===== src/rtl/matrix_vector_multiply_top_assert.svh =====
// ----------------------------------------------------------------------------
// Assertion macros for the matrix-vector multiply block
// Concurrent checks that compile to nothing when SYNTHESIS is defined.
// ----------------------------------------------------------------------------
`ifndef MATRIX_VECTOR_MULTIPLY_TOP_ASSERT_SVH
`define MATRIX_VECTOR_MULTIPLY_TOP_ASSERT_SVH

`ifndef SYNTHESIS
// The property must hold at every clock edge outside reset.
`define MVM_ASSERT(name, clk, rst_n, prop, msg) \
  name: assert property (@(posedge clk) disable iff (!rst_n) (prop)) else $error(msg);
// The expression must never be true at a clock edge outside reset.
`define MVM_ASSERT_NEVER(name, clk, rst_n, expr, msg) \
  name: assert property (@(posedge clk) disable iff (!rst_n) !(expr)) else $error(msg);
`else
`define MVM_ASSERT(name, clk, rst_n, prop, msg)
`define MVM_ASSERT_NEVER(name, clk, rst_n, expr, msg)
`endif

`endif


===== src/rtl/mvm_pkg.sv =====
// ----------------------------------------------------------------------------
// Matrix-vector multiply package
// Shared widths, item types and control structs of the block.
// ----------------------------------------------------------------------------
package mvm_pkg;

  // Fixed field widths of the items.
  localparam int unsigned ELEM_W      = 16;
  localparam int unsigned PROD_W      = 2 * ELEM_W;
  localparam int unsigned SUM_W       = 42;
  localparam int unsigned ROW_W       = 10;
  localparam int unsigned CFG_W       = 11;

  // Default largest matrix dimension.
  localparam int unsigned MAX_DIM_DEF = 1024;

  // Output queue: power-of-two depth so the pointers wrap by themselves.
  localparam int unsigned OUT_DEPTH   = 4;
  localparam int unsigned OUT_PTR_W   = $clog2(OUT_DEPTH);
  localparam int unsigned OUT_CNT_W   = OUT_PTR_W + 1;

  // Meaning of the action field of an input item.
  typedef enum logic {
    ACT_LOAD   = 1'b0,
    ACT_MATRIX = 1'b1
  } mvm_action_e;

  // Input item.
  typedef struct packed {
    mvm_action_e              action;
    logic signed [ELEM_W-1:0] value;
  } mvm_in_t;

  // Result item.
  typedef struct packed {
    logic signed [SUM_W-1:0] row_result;
    logic [ROW_W-1:0]        row_index;
    logic                    last_row;
  } mvm_out_t;

  // Control that travels with a matrix element through the pipeline.
  typedef struct packed {
    logic             first;
    logic             row_end;
    logic             last_row;
    logic [ROW_W-1:0] row_index;
  } mvm_tag_t;

endpackage


===== src/rtl/mvm_out_fifo.sv =====
// ----------------------------------------------------------------------------
// Matrix-vector multiply output queue
// Small queue that holds row results until the downstream side takes them.
// ----------------------------------------------------------------------------
`include "matrix_vector_multiply_top_assert.svh"

module mvm_out_fifo
  import mvm_pkg::*;
(
  input  logic                 clk_i,
  input  logic                 rst_ni,
  input  logic                 push_i,
  input  mvm_out_t             push_item_i,
  output logic                 valid_o,
  input  logic                 stall_i,
  output mvm_out_t             item_o,
  output logic [OUT_CNT_W-1:0] count_o
);

  mvm_out_t               mem_q [OUT_DEPTH];
  logic [OUT_PTR_W-1:0]   wr_ptr_q, rd_ptr_q;
  logic [OUT_CNT_W-1:0]   cnt_q, cnt_d;
  logic                   pop;

  assign pop = (cnt_q != '0) && !stall_i;

  // Entry storage.
  always_ff @(posedge clk_i) begin
    if (push_i) begin
      mem_q[wr_ptr_q] <= push_item_i;
    end
  end

  // Occupancy follows pushes and pops.
  always_comb begin
    cnt_d = cnt_q;
    if (push_i && !pop) begin
      cnt_d = OUT_CNT_W'(cnt_q + OUT_CNT_W'(1));
    end else if (pop && !push_i) begin
      cnt_d = OUT_CNT_W'(cnt_q - OUT_CNT_W'(1));
    end
  end

  always_ff @(posedge clk_i or negedge rst_ni) begin
    if (!rst_ni) begin
      wr_ptr_q <= '0;
      rd_ptr_q <= '0;
      cnt_q    <= '0;
    end else begin
      if (push_i) begin
        wr_ptr_q <= OUT_PTR_W'(wr_ptr_q + OUT_PTR_W'(1));
      end
      if (pop) begin
        rd_ptr_q <= OUT_PTR_W'(rd_ptr_q + OUT_PTR_W'(1));
      end
      cnt_q <= cnt_d;
    end
  end

  assign valid_o = (cnt_q != '0);
  assign item_o  = mem_q[rd_ptr_q];
  assign count_o = cnt_q;

  // The input stall must keep the queue from overflowing.
  `MVM_ASSERT_NEVER(a_push_full, clk_i, rst_ni,
    push_i && (32'(cnt_q) >= 32'(OUT_DEPTH)) && !pop,
    "row result pushed into a full output queue")

  // Occupancy stays within the depth.
  `MVM_ASSERT(a_cnt_range, clk_i, rst_ni,
    32'(cnt_q) <= 32'(OUT_DEPTH),
    "output queue occupancy beyond its depth")

endmodule


===== config.mk =====
export PLATFORM = sky130hd
export DESIGN_NAME = mvm_out_fifo
export DESIGN_NICKNAME = d
export VERILOG_FILES = /design/src/rtl/mvm_pkg.sv /design/src/rtl/mvm_out_fifo.sv
export VERILOG_INCLUDE_DIRS = /design/src /design/src/rtl
export SDC_FILE = /design/constraint.sdc
export NUM_CORES = 1
export LEC_CHECK = 0
export ABC_CLOCK_PERIOD_IN_PS = 3800
export BUFFER_PORTS_ARGS = -buffer_cell sky130_fd_sc_hd__buf_4
export CORE_UTILIZATION = 45
export CTS_BUF_LIST = sky130_fd_sc_hd__clkbuf_4
export CTS_CLUSTER_DIAMETER = 80
export CTS_CLUSTER_SIZE = 10
export DETAILED_ROUTE_END_ITERATION = 6
export PLACE_DENSITY_LB_ADDON = 0.08
export SLEW_MARGIN = 20
export SYNTH_ARGS = -nofsm -noshare
export SYNTH_HDL_FRONTEND = slang
export SYNTH_SLANG_ARGS = --single-unit

===== constraint.sdc =====
create_clock -name clk_i -period 3.8 [get_ports clk_i]
set_clock_uncertainty 0.05 [all_clocks]
set_input_delay 0.57 -clock clk_i [delete_from_list [all_inputs] [get_ports clk_i]]
set_output_delay 0.57 -clock clk_i [all_outputs]
set_load 0.01 [all_outputs]

==> metrics.md <==
| Metric | Value |
|---|---|
| DP Cell Count | around 640 |
| Setup TNS Final | 0 ps |
| Floorplan row count | 48 |
| Depth of the worst hold-timing path | 1 |
| Clk slew on worst S/H paths | 110 ps |
| Netlist Area Pre-Place | approximately 8000 um^2 |
| ANT nets after route | 0 |
| Htree depth | 1 |
| Tcrit/Tclk final | 0.7781 |
| Syn_area_per_cell | 26.10 um^2 |
| Die height | around 140 um |
| Maximum number of pins on one net before global-route repair | 48 |
| CTS tree | done |
| Clock tree sinks | 219 |
| Die area | between 15000 and 20000 um^2 |
| Sequential area share after synthesis | 0.8058 |
| Filler-free cell count of the finished design | 691 |
| Initial core utilization | 0.4645 |
| Slowest CP cell | mux4_1 |
| Comb power frac | 0.339 |
| Routed WL per cell | 20.52 um |
| Final setup fails | 0 |
| P per Cell Area | around 720 nW/um^2 |
| Num ports | 114 |
| Worst-path cell chain | buf_12 > mux4_1 > buf_4 |
| First-pass GRT wire length | approximately 22000 um |
| Status | complete, no violations |
| Design Power | between 6 and 7 mW |
| Die Wd | 136.3 um |
| Pins over their slew limit | 0 |
| Max incr delay on CP | 610 ps |
| Worst slew pin tran | about 750 ps |
| Final hold vios | 0 |
| P_int | ~5 mW |
| Worst Hold Class | in -> reg |
| GRT Total Usage | 0.1592 |
| Tmin final | 2957 ps |
| Initial drt markers | roughly 200 |
| Vias in the first global route | 3885 |
| # port buffers | ~110 |
| Root Buffer Master | clkbuf_4 |
| Crit path DAT | 2340 ps |
| Maximum fanout along the worst path | 47 |
| Worst VDD drop | ~0.00039 V |
| Worst setup path category | reg -> out |
| Clk_lat worst skew | ~620 ps |
| WL final | about 14000 um |
| Worst Setup Start Kind | flip-flop |
| Post-synth cell types | 20 |
| Layout cells sized above 1 | 0.4774 |
| Nets | between 500 and 600 |
| Setup crit end kind | primary output |
| DP HPWL | 8374 um |
| R2R Setup Slk | 1540 ps |
| Post-route cell area | 9582 um^2 |
| DRC violations left | 0 |
| Slew headroom | 0.4969 |
| Clock Power Share | 0.179 |
| Sw power | just under 2 mW |
| Sw Ratio | 0.2879 |
| Reg power frac | 0.482 |
| P_leak | between 3 and 4 nW |
| First-pass DRT Iterations | 4 |
| RePlAce Congestion | roughly 0.67 |
| RSZ-0062 raised after global routing | false |
| # Post-CTS Setup Buffers | 0 |
| Syn. warnings | 0 |
| Num CTS Buffers | 25 |
| Area Growth Syn to Fin | 18.03% |
| Via count | ~3600 |
| Max Fclk | approximately 340 MHz |
| Reg2Reg Depth | 8 |
| WP data required | approximately 3200 ps |
| Initial antenna violation count | 1 |
| Post-cts repair resize count | 0 |
| GRT overflow | 0 |
| Synthesized flop and latch total | 219 |
| Via-per-instance ratio | about 5.2 |
| Max-cap viol count | 0 |
| Core area | around 17000 um^2 |
| Placed cell area | 9231 um^2 |
| CTS Hold Bufs | 1 |
| Post-Syn Nets | between 300 and 400 |
| Clk buf depth | 3 |
| Post-Synthesis Cells | between 300 and 400 |
-- registers in the layout, indices dropped and copies added (netlist names) --
| name | flops |
|---|---|
| count_o | 3 |
| mem_q | 212 |
| rd_ptr_q | 2 |
| wr_ptr_q | 2 |
-- metrics by stage --
| stage | hold WS, ps | utilization | setup WS [ps] |
|---|---|---|---|
| 2_1_floorplan | 224.4 | - | 1454 |
| 3_3_place_gp | 344.7 | 0.5282 | 1448 |
| 3_5_place_dp | 346.3 | 0.5282 | 1439 |
| 4_1_cts | 31.57 | 0.5481 | 713.8 |
| 5_1_grt | 19.97 | 0.5483 | 645.5 |
| 6_report | 97.60 | 0.5483 | 843.4 |
-- power groups by stage --
stage                     Clock, mW  Combinational (mW)  Sequential [mW]
after floorplan                   0                1.50             3.32
after global placement            0                2.40             3.35
after detailed placement          0                2.41             3.38
after CTS                      1.29                2.41             3.32
after global routing           1.38                2.52             3.36
final                          1.23                2.33             3.31
-- final cells by class --
cell class | count | area [um^2]
antenna | 1 | 2.502
clock buffer | 45 | 337.8
fill | 1358 | 7895
inverter | 4 | 15.01
multi-input combinational | 76 | 1425
sequential | 219 | 6546
tap | 225 | 281.5
timing repair buffer | 121 | 973.4
-- path summary, 6_finish.rpt --
kind,startpoint,endpoint
min,push_item_i[52],mem_q[1][52]
max reg2reg,count_o[0],count_o[2]
max in group asynchronous,rst_ni,rd_ptr_q[0]
min reg2reg,count_o[2],count_o[2]
min in group asynchronous,rst_ni,wr_ptr_q[1]
max,rd_ptr_q[0],item_o[46]
-- cells in the final DEF (no fill, tap or decap) --
master	n
edfxtp_1	212
buf_4	115
mux4_2	48
clkbuf_4	45
mux4_1	5
ha_1	5
dfrtp_1	5
buf_12	5
and2_2	4
inv_1	4
xor2_1	4
xnor2_1	2
diode_2	1
nor3_1	1
or2_2	1
mux2_2	1
nand2_1	1
o21ai_0	1
nor3b_2	1
nor2_1	1
fa_1	1
dlygate4sd3_1	1
dfrtp_4	1
dfrtp_2	1
-- cells in the mapped netlist, drive strengths merged --
cell type  number  share of area
nand2           1        0.00046
and2            4         0.0031
dfrtp           7          0.022
ha              5         0.0077
nor2            1        0.00046
nor3b           1         0.0015
mux2            1         0.0014
inv             4         0.0018
xnor2           2         0.0022
nor3            1        0.00062
fa              1         0.0025
xor2            4         0.0043
buf            12          0.017
edfxtp        212           0.78
or2             1        0.00077
o21ai           1        0.00062
mux4           53           0.15
-- critical path: cells and delay by family (launching register included) --
family	cells	cell delay [ps]
buffers and inverters	2	540
multiplexers	1	610
flip-flops	1	540
-- layer usage --
layer	share of wire	track usage	wire length, um
met1	0.42	0.2111	5916
met5	0	0	0
met4	0.021	0.05494	295
met3	0.065	0.03505	926
met2	0.50	0.2609	7043
-- cell families after synthesis --
kind of cell	count (synthesis)	share of synthesized area
flops	219	0.8058
mux	54	0.1507
buf+inv	16	0.01927
simple gates	9	0.006934
xor+xnor	6	0.006473
fa+ha+maj	6	0.01017
compound gates	1	0.0006159
Power figures use the tool's default switching activity.
