<file path="config.mk">
export PLATFORM = sky130hd
export DESIGN_NAME = mvm_ctrl
export DESIGN_NICKNAME = d
export VERILOG_FILES = /design/src/rtl/mvm_pkg.sv /design/src/rtl/mvm_ctrl.sv
export VERILOG_INCLUDE_DIRS = /design/src /design/src/rtl
export SDC_FILE = /design/constraint.sdc
export NUM_CORES = 1
export LEC_CHECK = 0
export BUFFER_PORTS_ARGS = -buffer_cell sky130_fd_sc_hd__buf_2
export CAP_MARGIN = 0
export CORE_MARGIN = 2
export CORE_UTILIZATION = 57
export DETAILED_ROUTE_END_ITERATION = 12
export PLACE_DENSITY = 0.81
export SYNTH_ARGS = -nofsm -noshare
export SYNTH_HDL_FRONTEND = slang
export SYNTH_SLANG_ARGS = --single-unit
</file>
<file path="constraint.sdc">
create_clock -name clk_i -period 2.7 [get_ports clk_i]
set_input_delay 0.27 -clock clk_i [delete_from_list [all_inputs] [get_ports clk_i]]
set_output_delay 0.27 -clock clk_i [all_outputs]
set_load 0.01 [all_outputs]
</file>
<file path="src/rtl/matrix_vector_multiply_top_assert.svh">
// ----------------------------------------------------------------------------
// Assertion macros for the matrix-vector multiply block
// Concurrent checks that compile to nothing when SYNTHESIS is defined.
// ----------------------------------------------------------------------------
`ifndef MATRIX_VECTOR_MULTIPLY_TOP_ASSERT_SVH
`define MATRIX_VECTOR_MULTIPLY_TOP_ASSERT_SVH

`ifndef SYNTHESIS
// The property must hold at every clock edge outside reset.
`define MVM_ASSERT(name, clk, rst_n, prop, msg) \
  name: assert property (@(posedge clk) disable iff (!rst_n) (prop)) else $error(msg);
// The expression must never be true at a clock edge outside reset.
`define MVM_ASSERT_NEVER(name, clk, rst_n, expr, msg) \
  name: assert property (@(posedge clk) disable iff (!rst_n) !(expr)) else $error(msg);
`else
`define MVM_ASSERT(name, clk, rst_n, prop, msg)
`define MVM_ASSERT_NEVER(name, clk, rst_n, expr, msg)
`endif

`endif

</file>
<file path="src/rtl/mvm_pkg.sv">
// ----------------------------------------------------------------------------
// Matrix-vector multiply package
// Shared widths, item types and control structs of the block.
// ----------------------------------------------------------------------------
package mvm_pkg;

  // Fixed field widths of the items.
  localparam int unsigned ELEM_W      = 16;
  localparam int unsigned PROD_W      = 2 * ELEM_W;
  localparam int unsigned SUM_W       = 42;
  localparam int unsigned ROW_W       = 10;
  localparam int unsigned CFG_W       = 11;

  // Default largest matrix dimension.
  localparam int unsigned MAX_DIM_DEF = 1024;

  // Output queue: power-of-two depth so the pointers wrap by themselves.
  localparam int unsigned OUT_DEPTH   = 4;
  localparam int unsigned OUT_PTR_W   = $clog2(OUT_DEPTH);
  localparam int unsigned OUT_CNT_W   = OUT_PTR_W + 1;

  // Meaning of the action field of an input item.
  typedef enum logic {
    ACT_LOAD   = 1'b0,
    ACT_MATRIX = 1'b1
  } mvm_action_e;

  // Input item.
  typedef struct packed {
    mvm_action_e              action;
    logic signed [ELEM_W-1:0] value;
  } mvm_in_t;

  // Result item.
  typedef struct packed {
    logic signed [SUM_W-1:0] row_result;
    logic [ROW_W-1:0]        row_index;
    logic                    last_row;
  } mvm_out_t;

  // Control that travels with a matrix element through the pipeline.
  typedef struct packed {
    logic             first;
    logic             row_end;
    logic             last_row;
    logic [ROW_W-1:0] row_index;
  } mvm_tag_t;

endpackage

</file>
<file path="src/rtl/mvm_ctrl.sv">
// ----------------------------------------------------------------------------
// Matrix-vector multiply position control
// Holds the length, load, column and row positions and issues store accesses.
// ----------------------------------------------------------------------------
`include "matrix_vector_multiply_top_assert.svh"

module mvm_ctrl
  import mvm_pkg::*;
#(
  parameter int unsigned MAX_DIM = MAX_DIM_DEF,
  localparam int unsigned IW     = $clog2(MAX_DIM)
) (
  input  logic             clk_i,
  input  logic             rst_ni,
  input  logic             cfg_we_i,
  input  logic [CFG_W-1:0] cfg_data_i,
  input  logic             accept_i,
  input  mvm_action_e      action_i,
  output logic             ram_we_o,
  output logic [IW-1:0]    ram_waddr_o,
  output logic             ram_re_o,
  output logic [IW-1:0]    ram_raddr_o,
  output logic             issue_o,
  output mvm_tag_t         tag_o
);

  logic [IW-1:0] last_pos_q, last_pos_d;
  logic [IW-1:0] load_q, load_d;
  logic [IW-1:0] col_q, col_d;
  logic [IW-1:0] row_q, row_d;
  logic          fresh_q, fresh_d;
  logic          load_acc;
  logic          mat_acc;
  logic          col_end;
  logic          row_last;

  assign load_acc = accept_i && (action_i == ACT_LOAD);
  assign mat_acc  = accept_i && (action_i == ACT_MATRIX);
  assign col_end  = (col_q >= last_pos_q);
  assign row_last = (row_q >= last_pos_q);

  // Last valid position from the written length, clamped to 1..MAX_DIM.
  always_comb begin
    last_pos_d = last_pos_q;
    if (cfg_we_i) begin
      if (cfg_data_i == '0) begin
        last_pos_d = '0;
      end else if (32'(cfg_data_i) > 32'(MAX_DIM)) begin
        last_pos_d = IW'(MAX_DIM - 1);
      end else begin
        last_pos_d = IW'(cfg_data_i - CFG_W'(1));
      end
    end
  end

  // Position updates for loads and matrix elements.
  always_comb begin
    load_d  = load_q;
    col_d   = col_q;
    row_d   = row_q;
    fresh_d = fresh_q;
    if (load_acc) begin
      load_d = (load_q >= last_pos_q) ? '0 : IW'(load_q + IW'(1));
      if (load_q == '0) begin
        col_d   = '0;
        row_d   = '0;
        fresh_d = 1'b1;
      end
    end else if (mat_acc) begin
      if (col_end) begin
        col_d   = '0;
        row_d   = row_last ? '0 : IW'(row_q + IW'(1));
        fresh_d = 1'b1;
      end else begin
        col_d   = IW'(col_q + IW'(1));
        fresh_d = 1'b0;
      end
    end
  end

  always_ff @(posedge clk_i or negedge rst_ni) begin
    if (!rst_ni) begin
      last_pos_q <= '0;
      load_q     <= '0;
      col_q      <= '0;
      row_q      <= '0;
      fresh_q    <= 1'b1;
    end else begin
      last_pos_q <= last_pos_d;
      load_q     <= load_d;
      col_q      <= col_d;
      row_q      <= row_d;
      fresh_q    <= fresh_d;
    end
  end

  // Store accesses: loads write, matrix elements read their column.
  assign ram_we_o    = load_acc;
  assign ram_waddr_o = load_q;
  assign ram_re_o    = mat_acc;
  assign ram_raddr_o = col_q;

  // Tag for the multiply-accumulate pipeline.
  assign issue_o           = mat_acc;
  assign tag_o.first       = fresh_q;
  assign tag_o.row_end     = col_end;
  assign tag_o.last_row    = row_last;
  assign tag_o.row_index   = ROW_W'(row_q);

  // A load at position zero restarts the product.
  `MVM_ASSERT(a_load_restart, clk_i, rst_ni,
    load_acc && (load_q == '0) |=> (row_q == '0) && (col_q == '0) && fresh_q,
    "load at position zero did not restart the product")

  // The column position never runs past the clamped range.
  `MVM_ASSERT(a_col_range, clk_i, rst_ni,
    32'(col_q) < 32'(MAX_DIM),
    "column position out of range")

endmodule

</file>
==> flow_summary.yaml <==
setup_path:
  r2r_slack_ps: 360
  crit_type: "flip-flop to flip-flop"
  crit_family: "compound AO/OA/AOI/OAI gates"
  setup.worst_path.start_class: "flip-flop"
  slowest_delay_ps: 530
  critPathSlowestCell: "or4_1"
  cp-end-kind: "flip-flop"
  arrival_ps: 2560
  cp.required_ps: 2920
  worst-path-max-fanout: 7
  crit_chain: "inv_1 > ha_1 > nand2b_1 > a211oi_2 > o21ai_0 > a211o_1 > or4_1 > o211ai_2"
  worst-path-buf-inv: 1
clock_tree:
  postCtsHoldBufs: 0
  clock_latency_ps: 290
  clkSinkCount: 41
  cts_tree: "yes"
  cts.repair.resized: 0
  post_cts_buffers: 0
  root_buffer: "clkbuf_8"
  cts.path.max_buffers: 2
  cts-htree-levels: 2
  clk_pin_slew_worst_paths_ps: 70
  cts_buffers: 5
global_route:
  groute.usage.overall_pct: 22.9
  grt_pass1_wl_um: 10900
  antenna_found_initial: 0
  grt_max_degree: 42
  gr-total-overflow: 0
  grt_pass1_vias: 2374
placed_design:
  dp_hpwl_um: 4800
  portBuffers: 51
  dpl_worst_slack_ps: 370
  gp_congestion: 0.909
hold_path:
  hp-class: "input pin to async pin"
job:
  max_cap_violations: 0
drt:
  wire_per_inst_um: 14.2
  vias_per_cell: 5.75
  drc: 0
  num_vias: 2597
  drtAntennaViolNets: 0
  wl_um: 6400
  first_pass_iters: 4
  dr.first_iter.drc_count: 164
layout:
  nets: 434
  area_delta_synth_final_pct: 12.5
  finalCoreUtilization_pct: 66.3
  num_antenna_cells: 0
  drive_gt1_share_pct: 19.6
power_and_ir_drop:
  max-vdd-ir-drop_mv: 0.352
  p_per_area_mw_per_mm2: 562
  leakage_nw: 1.72
sta:
  hold_viol_final: 0
  setup_violations: 0
  grt_setup_unrepaired: "no"
  setup_tns_ps: 0
  fin_crit_sh_pct: 86.7
  fin_skew_ps: 4.55
  layout_setup_ws_ps: 360
  maxSlewViolCount: 0
  hold-worst-slack_ps: 107
  fmax_mhz: 427
  min_period_ps: 2340
  slew_headroom_pct: 39.7
  tightest_slew_ps: 905
floorplan:
  die_w_um: 76.7
  fp.dieH_um: 76.7
  core_area_mm2: 0.00511
  ios: 52
  row_count: 26
  start_util_pct: 59.0
  dieArea_mm2: 0.00588
outcome:
  status: "complete, no violations"
synth:
  synthArstFlopShare_pct: 100
  ys_ff_latch: 41
  synth-edff-count: 0
  ys.flop_type: "dfrtp_1"
  yosys.cell_types.count: 52
  syn_avg_cell_area_um2: 9.07
  ys_seq_area_share_pct: 34.1
  synthCells: 332
  yosys_warnings: 0
  syn_nets: 384
  synth_area_mm2: 0.00301
[area by class of cell]
class                           count  area [um2]
Multi-Input combinational cell    258        1830
Fill cell                         428        1720
Sequential cell                    41        1030
Timing Repair Buffer               54         278
Tap cell                           70        87.6
Clock buffer                        7        86.3
Inverter                           22        82.6
[placed cells by master, fill, tap and decap left out, drive strengths merged, types with 3 or more instances in the layout]
master and count:
xnor2 11, nand2b 7, o211ai 4, dfrtp 40, maj3 3, mux2 3
ha 36, a22o 5, nand3 11, a211oi 3, o22ai 4, clkbuf 7
or3 4, o21a 3, o21ai 26, nand3b 3, a21o 8, xor2 6
and2 8, a211o 3, o31ai 4, or4 4, nor3 6, nand2 26
buf 54, and3 5, nor2 27, nand4 8, inv 22, a21oi 16
[report_power, final]
part	total [W]	internal [W]	switching, W
Clock	0.000405	0.000203	0.000202
Combinational	0.000628	0.000296	0.000332
Sequential	0.000872	0.000714	0.000157
Total	0.00190	0.00121	0.000691
[Yosys cell counts (all sizes together) (2+ instances only)]
library cell  instances  area (um2)
a211o                 3        26.3
a211oi                3        27.5
a21boi                2        15.0
a21o                  8        61.3
a21oi                16        80.1
a22o                  5        43.8
and2                  8        50.1
and3                  5        31.3
buf                   8        65.1
clkbuf                3        11.3
dfrtp                40        1000
ha                   36         450
inv                  22        82.6
maj3                  3        31.3
mux2                  3        37.5
nand2                26        97.6
nand2b                7        46.3
nand3                11        55.1
nand3b                3        22.5
nand4                 8        50.1
nor2                 27         109
nor3                  6        30.0
nor4                  2        12.5
o211ai                4        35.0
o21a                  3        22.5
o21ai                26         130
o22ai                 4        25.0
o2bb2ai               2        17.5
o31ai                 4        30.0
or2                   2        12.5
or3                   4        25.0
or4                   4        37.5
xnor2                11        96.3
xor2                  6        52.6
[sequential cells by signal, indices dropped and copies added, names as in the netlist]
| name | count |
|---|---|
| ram_raddr_o | 10 |
| last_pos_q | 10 |
| ram_waddr_o | 10 |
| row_q | 10 |
| fresh_q | 1 |
[cell families (layout without fill, tap and decap cells)]
family                     after synthesis  count (layout)  synth area share, %
xor gates and xnor gates                17              17                 4.94
muxes                                    3               3                 1.25
adders and majority gates               39              39                 16.0
DFF                                     41              41                 34.1
AOI/OAI and AO/OA                       83              83                 17.8
buffers and inverters                   33              83                 5.27
and+or+nand+nor                        116             116                 20.6
[worst paths after layout]
path                           from             end  cells past startpoint
setup / recovery           row_q[0]        row_q[8]                      8
max in group asynchronous    rst_ni        row_q[9]                      1
setup reg to reg           row_q[0]        row_q[8]                      8
hold reg to reg             fresh_q         fresh_q                      2
hold / removal               rst_ni  ram_raddr_o[2]                      1
min in group clk_i         accept_i  ram_raddr_o[0]                      3
[metrics by stage]
stage / std cells / power (W) / cell area (um2)
CTS: 452 / 0.00191 / 3390
global route: 452 / 0.00206 / 3390
global placement: 445 / 0.00148 / 3300
detailed placement: 445 / 0.00151 / 3300
floorplan: 332 / 0.00128 / 3010
finish: 452 / 0.00190 / 3390
[per-layer routing]
metal  GRT usage [%]  part of all wire (%)
met1            31.2                    48
met2            36.9                    47
met3            4.12                   4.0
met4            7.64                   1.5
met5               0                     0
(Power assumes the default switching activity.)
