`config.mk`:
```
export PLATFORM = sky130hd
export DESIGN_NAME = mvm_mac
export DESIGN_NICKNAME = d
export VERILOG_FILES = /design/src/rtl/matrix_vector_multiply_top_assert.svh /design/src/rtl/mvm_pkg.sv /design/src/rtl/mvm_mac.sv
export SDC_FILE = /design/constraint.sdc
export NUM_CORES = 1
export LEC_CHECK = 0
export BUFFER_PORTS_ARGS = -buffer_cell sky130_fd_sc_hd__buf_2
export CORE_UTILIZATION = 30
export DETAILED_ROUTE_END_ITERATION = 7
export GPL_TIMING_DRIVEN = 0
export SLEW_MARGIN = 15
export SYNTH_ARGS = -nofsm -noshare
export SYNTH_HDL_FRONTEND = slang
export SYNTH_SLANG_ARGS = --single-unit
export TNS_END_PERCENT = 5
```
`constraint.sdc`:
```
create_clock -name clk_i -period 8.25 [get_ports clk_i]
set_input_delay 0.825 -clock clk_i [delete_from_list [all_inputs] [get_ports clk_i]]
set_output_delay 0.825 -clock clk_i [all_outputs]
set_load 0.01 [all_outputs]
```
`src/rtl/matrix_vector_multiply_top_assert.svh`:
```
// ----------------------------------------------------------------------------
// Assertion macros for the matrix-vector multiply block
// Concurrent checks that compile to nothing when SYNTHESIS is defined.
// ----------------------------------------------------------------------------
`ifndef MATRIX_VECTOR_MULTIPLY_TOP_ASSERT_SVH
`define MATRIX_VECTOR_MULTIPLY_TOP_ASSERT_SVH

`ifndef SYNTHESIS
// The property must hold at every clock edge outside reset.
`define MVM_ASSERT(name, clk, rst_n, prop, msg) \
  name: assert property (@(posedge clk) disable iff (!rst_n) (prop)) else $error(msg);
// The expression must never be true at a clock edge outside reset.
`define MVM_ASSERT_NEVER(name, clk, rst_n, expr, msg) \
  name: assert property (@(posedge clk) disable iff (!rst_n) !(expr)) else $error(msg);
`else
`define MVM_ASSERT(name, clk, rst_n, prop, msg)
`define MVM_ASSERT_NEVER(name, clk, rst_n, expr, msg)
`endif

`endif

```
`src/rtl/mvm_pkg.sv`:
```
// ----------------------------------------------------------------------------
// Matrix-vector multiply package
// Shared widths, item types and control structs of the block.
// ----------------------------------------------------------------------------
package mvm_pkg;

  // Fixed field widths of the items.
  localparam int unsigned ELEM_W      = 16;
  localparam int unsigned PROD_W      = 2 * ELEM_W;
  localparam int unsigned SUM_W       = 42;
  localparam int unsigned ROW_W       = 10;
  localparam int unsigned CFG_W       = 11;

  // Default largest matrix dimension.
  localparam int unsigned MAX_DIM_DEF = 1024;

  // Output queue: power-of-two depth so the pointers wrap by themselves.
  localparam int unsigned OUT_DEPTH   = 4;
  localparam int unsigned OUT_PTR_W   = $clog2(OUT_DEPTH);
  localparam int unsigned OUT_CNT_W   = OUT_PTR_W + 1;

  // Meaning of the action field of an input item.
  typedef enum logic {
    ACT_LOAD   = 1'b0,
    ACT_MATRIX = 1'b1
  } mvm_action_e;

  // Input item.
  typedef struct packed {
    mvm_action_e              action;
    logic signed [ELEM_W-1:0] value;
  } mvm_in_t;

  // Result item.
  typedef struct packed {
    logic signed [SUM_W-1:0] row_result;
    logic [ROW_W-1:0]        row_index;
    logic                    last_row;
  } mvm_out_t;

  // Control that travels with a matrix element through the pipeline.
  typedef struct packed {
    logic             first;
    logic             row_end;
    logic             last_row;
    logic [ROW_W-1:0] row_index;
  } mvm_tag_t;

endpackage

```
`src/rtl/mvm_mac.sv`:
```
// ----------------------------------------------------------------------------
// Matrix-vector multiply multiply-accumulate pipeline
// Multiplies each matrix element by its stored vector element and sums a row.
// ----------------------------------------------------------------------------
module mvm_mac
  import mvm_pkg::*;
(
  input  logic                     clk_i,
  input  logic                     rst_ni,
  input  logic                     issue_i,
  input  mvm_tag_t                 tag_i,
  input  logic signed [ELEM_W-1:0] value_i,
  input  logic [ELEM_W-1:0]        rdata_i,
  output logic                     push_o,
  output mvm_out_t                 push_item_o,
  output logic [1:0]               pend_o
);

  logic                     v1_q, v2_q;
  mvm_tag_t                 tag1_q, tag2_q;
  logic signed [ELEM_W-1:0] val1_q;
  logic signed [ELEM_W-1:0] vec_s;
  logic signed [PROD_W-1:0] prod_d, prod_q;
  logic signed [SUM_W-1:0]  prod_ext;
  logic signed [SUM_W-1:0]  acc_q, acc_d;

  // Valid bits of the two stages.
  always_ff @(posedge clk_i or negedge rst_ni) begin
    if (!rst_ni) begin
      v1_q <= 1'b0;
      v2_q <= 1'b0;
    end else begin
      v1_q <= issue_i;
      v2_q <= v1_q;
    end
  end

  // Stage one holds the element while the store read completes.
  always_ff @(posedge clk_i) begin
    if (issue_i) begin
      tag1_q <= tag_i;
      val1_q <= value_i;
    end
  end

  // Stage two holds the product.
  assign vec_s  = $signed(rdata_i);
  assign prod_d = val1_q * vec_s;

  always_ff @(posedge clk_i) begin
    if (v1_q) begin
      tag2_q <= tag1_q;
      prod_q <= prod_d;
    end
  end

  // Accumulate; the first element of a row starts from zero.
  assign prod_ext = {{(SUM_W - PROD_W){prod_q[PROD_W-1]}}, prod_q};
  assign acc_d    = (tag2_q.first ? '0 : acc_q) + prod_ext;

  always_ff @(posedge clk_i) begin
    if (v2_q) begin
      acc_q <= acc_d;
    end
  end

  // Row result leaves with the last element of the row.
  assign push_o                 = v2_q && tag2_q.row_end;
  assign push_item_o.row_result = acc_d;
  assign push_item_o.row_index  = tag2_q.row_index;
  assign push_item_o.last_row   = tag2_q.last_row;

  // Results still inside the pipeline.
  assign pend_o = 2'(v1_q && tag1_q.row_end) + 2'(v2_q && tag2_q.row_end);

endmodule

```
==> impl_metrics.csv, run 1 <==
group,metric,value,unit
yosys,synth_enable_flop_cells,116,
clocking,numCtsBuffers,17,
timing,slew_violations,0,
yosys,syn-mean-instance-area,10.3,µm²
timing,worstMarginPinSlew,0.804,ns
global_routing,grt_start_max_net_pins,34,
clocking,path_clk_slew,0.06,ns
timing,setup_viol,0,
timing,slew_headroom,45.8,%
floorplan,core-area,52700,µm²
setup_path,max_stage_delay,0.90,ns
yosys,synth_common_cells,"inv_1, fa_1, nand2_1",
setup_path,rr_worst_depth,22,
place,port_buffers,103,
yosys,synthCells,1561,
timing,tns,0,ns
clocking,post_cts_resized,0,
floorplan,row_count,84,
place,gp_congestion,0.892,
place,placedCellCount,2354,
final_layout,fill_cells,5305,
global_routing,antenna_found_initial,3,
setup_path,crit_buf_inv,5,
timing,finalHoldViolCount,0,
place,place_hpwl,32900,µm
setup_path,endpoint_kind,"flop",
routing,first_pass_iters,7,
floorplan,die_w,233,µm
routing,first_iter_violations,544,
yosys,synth_top_area_cell,"fa_1",
timing,fin_crit_sh,86.0,%
clocking,clock-sinks,118,
yosys,synth.top_cell.area_share,32.9,%
global_routing,first_global_vias,11700,
clocking,cts_setup_buffers,0,
floorplan,ios,104,
clocking,cts_hold_buf,0,
routing,via_count,11000,
timing,fin_crit,7.10,ns
clocking,htreeDepth,4,
final_layout,nNetsFinal,2120,
floorplan,die_h,233,µm
yosys,ys_top_cells_by_area,"fa_1, edfxtp_1, ha_1, inv_1, and2_1",
floorplan,initial_core_util,30.4,%
final_layout,layout.cells.non_filler,2387,
setup_path,required,8.41,ns
final_layout,finish.instance_area,18000,µm²
clocking,cts_tree,"yes",
worst_hold_path,hp-class,"in -> async",
final_layout,syn_to_final_growth,12.7,%
timing,skew,0.0157,ns
routing,wl_per_cell,16.5,µm
setup_path,crit_slowest_cell,"fa_1",
final_layout,layout-drive-gt1-share,10.3,%
place,dpl_cell_area,17400,µm²
routing,ant_nets,0,
yosys,synth_most_common_cell,"inv_1",
setup_path,critPathMostFrequentCell,"fa_1",
setup_path,crit_arrival,7.25,ns
clocking,clk_latency,0.46,ns
timing,grt_setup_unrepaired,"false",
yosys,synth_ff_type,"edfxtp_1",
setup_path,critPathLaunchType,"input pin",
yosys,async_flop_share,1.69,%
setup_path,r2r_start,"val1_q[6]",
global_routing,grt-ovfl-total,0,
routing,drc,0,
yosys,syn-num-nets,1996,
routing,vias_per_cell,4.63,
setup_path,critical_path.cell_chain,"buf_2, clkbuf_1, nand2_1, inv_1, fa_1, fa_1, fa_1, fa_1, fa_1, inv_1, fa_1, inv_1, ha_1, and2_1, a221o_1, a211oi_1, or3_1, a21oi_1, nand3b_1",
global_routing,grt_usage,15.4,%
yosys,seq_area_frac_synth,22.1,%
clocking,cts_root_buf,"clkbuf_16",
job,maxCapViolations,0,
floorplan,die_area,54300,µm²
global_routing,grt_pass1_wl,63500,µm
clocking,cts.path.max_buffers,2,
outcome,outcome,"finished clean",
yosys,syn_area,16000,µm²
timing,fmax,141,MHz
yosys,synth-seq-cells,118,
yosys,synth_cell_types,68,
yosys,yosysWarnings,0,
setup_path,path_delay_family,"adder cells",
setup_path,path_max_fanout,10,
final_layout,final_util,34.3,%
routing,totalWireLength,39400,µm
setup_path,rr_endpoint,"prod_q[31]",
setup_path,ff2ff_setup_slack,1.17,ns
setup_path,worstSetupPathType,"in -> reg",
## final cells by class
| cell class | instances | area [µm²] | share of cell area, % |
|---|---|---|---|
| buffer | 52 | 245 | 1.36 |
| inverter | 286 | 1070 | 5.95 |
| multi-input combinational | 1105 | 11200 | 61.9 |
| antenna | 1 | 2.50 | 0.0139 |
| clock inverter | 15 | 181 | 1.01 |
| tap | 688 | 861 | 4.77 |
| timing repair buffer | 105 | 556 | 3.08 |
| sequential | 118 | 3540 | 19.6 |
| clock buffer | 17 | 425 | 2.36 |
## through the flow
| step | setup WS, ns | hold slack (ns) |
|---|---|---|
| 2_1_floorplan | 1.81 | 0.400 |
| 3_3_place_gp | 0.783 | 0.400 |
| 3_5_place_dp | 0.767 | 0.405 |
| 4_1_cts | 1.21 | 0.0976 |
| 5_1_grt | 0.807 | 0.108 |
| 6_report | 1.15 | 0.143 |
## worst max path at each step
stage	start	endpoint	slack [ns]	cells past startpoint
2_1_floorplan	rdata_i[1]	prod_q[31]	1.81	20
3_3_place_gp	rdata_i[8]	prod_q[31]	0.78	23
3_5_place_dp	rdata_i[1]	prod_q[31]	0.77	19
4_1_cts	val1_q[6]	prod_q[31]	1.21	22
5_1_grt	val1_q[6]	prod_q[30]	0.81	22
6_report	rdata_i[1]	prod_q[31]	1.15	19
## flip-flops by register name, indices dropped and copies added, names as in the netlist
register / flops
tag1_q: 13
v1_q: 1
v2_q: 1
tag2_q: 2
val1_q: 16
push_item_o: 11
acc_q: 42
prod_q: 32
## kinds of logic (layout without fill, tap and decap cells)
kind of cell | Yosys count | count (layout) | share of synthesized area [%]
simple gates | 461 | 461 | 14.9
fa+ha+maj | 387 | 387 | 42.5
buf+inv | 338 | 475 | 8.23
compound gates | 190 | 190 | 8.65
flops | 118 | 118 | 22.1
xor+xnor | 67 | 67 | 3.66
other cells | 0 | 1 | 0
## routing by layer
layer	vias to the layer above	track usage [%]	routed length (µm)
met5	-	0	22
met4	4	5.27	857
met3	50	3.59	2310
met2	260	24.4	18000
met1	5487	20.4	18200
li1	5243	-	-
## cells in the final DEF (no fill, tap or decap), types with 5 or more instances in the layout
cell and count:
o21bai_1 7, clkbuf_1 39, o21ai_0 32, nand3_1 16, a21o_1 33, a21oi_1 51, nor2_1 44, and3_1 15
o31ai_1 6, xor2_1 17, inv_6 6, a31oi_1 5, buf_4 11, clkbuf_16 17, inv_1 286, ha_1 124
or2_2 6, nor2b_1 50, nand2_1 154, fa_1 263, xnor2_1 50, o21a_1 5, buf_2 103, a211oi_1 8
and2_1 130, edfxtp_1 116, nor3_1 14, nand2b_1 13
Power of run 1 is left out: the tool's default activity adds up to more than one toggle a clock period on the data nets, which glitch-free logic cannot reach.
==> run 2, diff against run 1 <==
--- a/config.mk
+++ b/config.mk
@@ -6,9 +6,11 @@
 export NUM_CORES = 1
 export LEC_CHECK = 0
 export BUFFER_PORTS_ARGS = -buffer_cell sky130_fd_sc_hd__buf_2
+export CORE_ASPECT_RATIO = 2
 export CORE_UTILIZATION = 30
 export DETAILED_ROUTE_END_ITERATION = 7
 export GPL_TIMING_DRIVEN = 0
+export HOLD_SLACK_MARGIN = 0.06
 export SLEW_MARGIN = 15
 export SYNTH_ARGS = -nofsm -noshare
 export SYNTH_HDL_FRONTEND = slang
==> impl_metrics.csv, run 2 (synthesis results as in run 1) <==
group,metric,value,unit
outcome,outcome,"finished, violations left",
outcome,violations,"design-rule violations",
clocking,cts_tree,"yes",
final_layout,largest_reg_flops,42,
routing,drc,24,
global_routing,antenna_found_initial,1,
clocking,cts.path.max_buffers,2,
final_layout,syn_to_final_growth,12.3,%
floorplan,die_w,165,µm
timing,fin_crit,7.82,ns
setup_path,endpoint_kind,"flop",
routing,ant_nets,0,
routing,totalWireLength,44800,µm
clocking,cts_root_buf,"clkbuf_16",
routing,first_pass_iters,7,
timing,slew_violations,0,
clocking,htreeDepth,4,
routing,wl_per_cell,19.0,µm
final_layout,top_regs,"acc_q x42, prod_q x32, val1_q x16",
final_layout,most-common-layout-cells,"inv_1, fa_1, nand2_1",
clocking,numCtsBuffers,17,
timing,finalHoldViolCount,0,
timing,fin_crit_sh,94.8,%
place,place_hpwl,37400,µm
timing,slew_headroom,39.7,%
floorplan,ios,104,
setup_path,crit_arrival,8.08,ns
timing,setup_viol,0,
global_routing,grt_start_max_net_pins,32,
clocking,post_cts_resized,0,
setup_path,path_max_fanout,10,
routing,first_iter_violations,391,
routing,vias_per_cell,4.82,
worst_hold_path,hp-class,"in -> async",
clocking,path_clk_slew,0.06,ns
timing,skew,0.0118,ns
final_layout,final_common_cell,"inv_1",
global_routing,grt_pass1_wl,70400,µm
routing,via_count,11400,
clocking,cts_hold_buf,0,
clocking,cts_setup_buffers,0,
place,gp_congestion,0.929,
floorplan,core-area,52700,µm²
setup_path,required,8.51,ns
floorplan,die_h,329,µm
global_routing,grt_usage,17.5,%
setup_path,worstSetupPathType,"in -> reg",
final_layout,nNetsFinal,2120,
timing,worstMarginPinSlew,0.892,ns
global_routing,grt-ovfl-total,0,
floorplan,row_count,119,
final_layout,layout-drive-gt1-share,10.3,%
floorplan,initial_core_util,30.4,%
place,port_buffers,103,
clocking,clock-sinks,118,
floorplan,die_area,54400,µm²
global_routing,first_global_vias,13000,
timing,fmax,128,MHz
timing,tns,0,ns
setup_path,critPathLaunchType,"input pin",
timing,grt_setup_unrepaired,"false",
clocking,clk_latency,0.45,ns
job,maxCapViolations,0,
final_layout,top_register,"acc_q",
[run 2: cell count changes in the layout (fill, tap and decap cells not counted)]
cell	before	now
bufinv_16	2	0
clkinv_8	0	2
clkinv_4	1	2
inv_6	6	5
[run 2: worst max-delay path: stages]
cell       delay (ns)
buf_2            0.25
clkbuf_1         0.64
nand2_1          0.17
fa_1             0.59
inv_1            0.06
fa_1             0.50
inv_1            0.05
fa_1             0.54
inv_1            0.05
fa_1             0.35
inv_1            0.08
fa_1             0.43
fa_1             0.50
inv_1            0.04
ha_1             0.25
clkbuf_1         0.18
a2111oi_0        0.63
o21ai_0          0.18
a41oi_1          0.72
o311a_1          0.38
nor3_1           0.12
nor4_1           0.27
nand3b_1         0.25
[run 2: per-stage QoR]
stage	setup slack, ns	cell area [µm²]	utilization (%)	hold WS, ns	cells
2_1_floorplan	1.81	16000	-	0.400	1561
3_3_place_gp	0.113	17400	33.0	0.401	2329
3_5_place_dp	0.0681	17400	33.0	0.406	2331
4_1_cts	0.549	18000	34.1	0.120	2363
5_1_grt	0.0300	18000	34.1	0.130	2363
6_report	0.430	18000	34.1	0.151	2364
[run 2: cell type report]
type	instances	area, µm²
fillers	5412	34700
multi-input cells	1105	11200
flip-flops and latches	118	3540
inverters	286	1070
well taps	665	832
repair buffers	105	556
clock buffers	17	425
plain buffers	52	245
clock inverters	15	154
diodes	1	2.50
[run 2: final timing paths]
check / startpoint / end / slack (ns) / depth (start not counted)
max: rdata_i[7] / prod_q[30] / 0.43 / 23
min: rst_ni / v1_q / 0.15 / 1
max reg2reg: val1_q[10] / prod_q[30] / 0.56 / 20
min reg2reg: tag1_q[1] / push_item_o[2] / 0.42 / 0
max in group asynchronous: rst_ni / v2_q / 7.99 / 1
min in group clk_i: tag1_q[1] / push_item_o[2] / 0.42 / 0
[run 2: metal layers]
layer  track usage [%]  vias up  routed length (µm)
li1                  -     5233                   -
met1              16.7     5763               15200
met2              34.4      273               25500
met3              2.35      130                1500
met4              10.1        0                2570
met5                 0        -                   0
Power of run 2 is left out for the same reason.
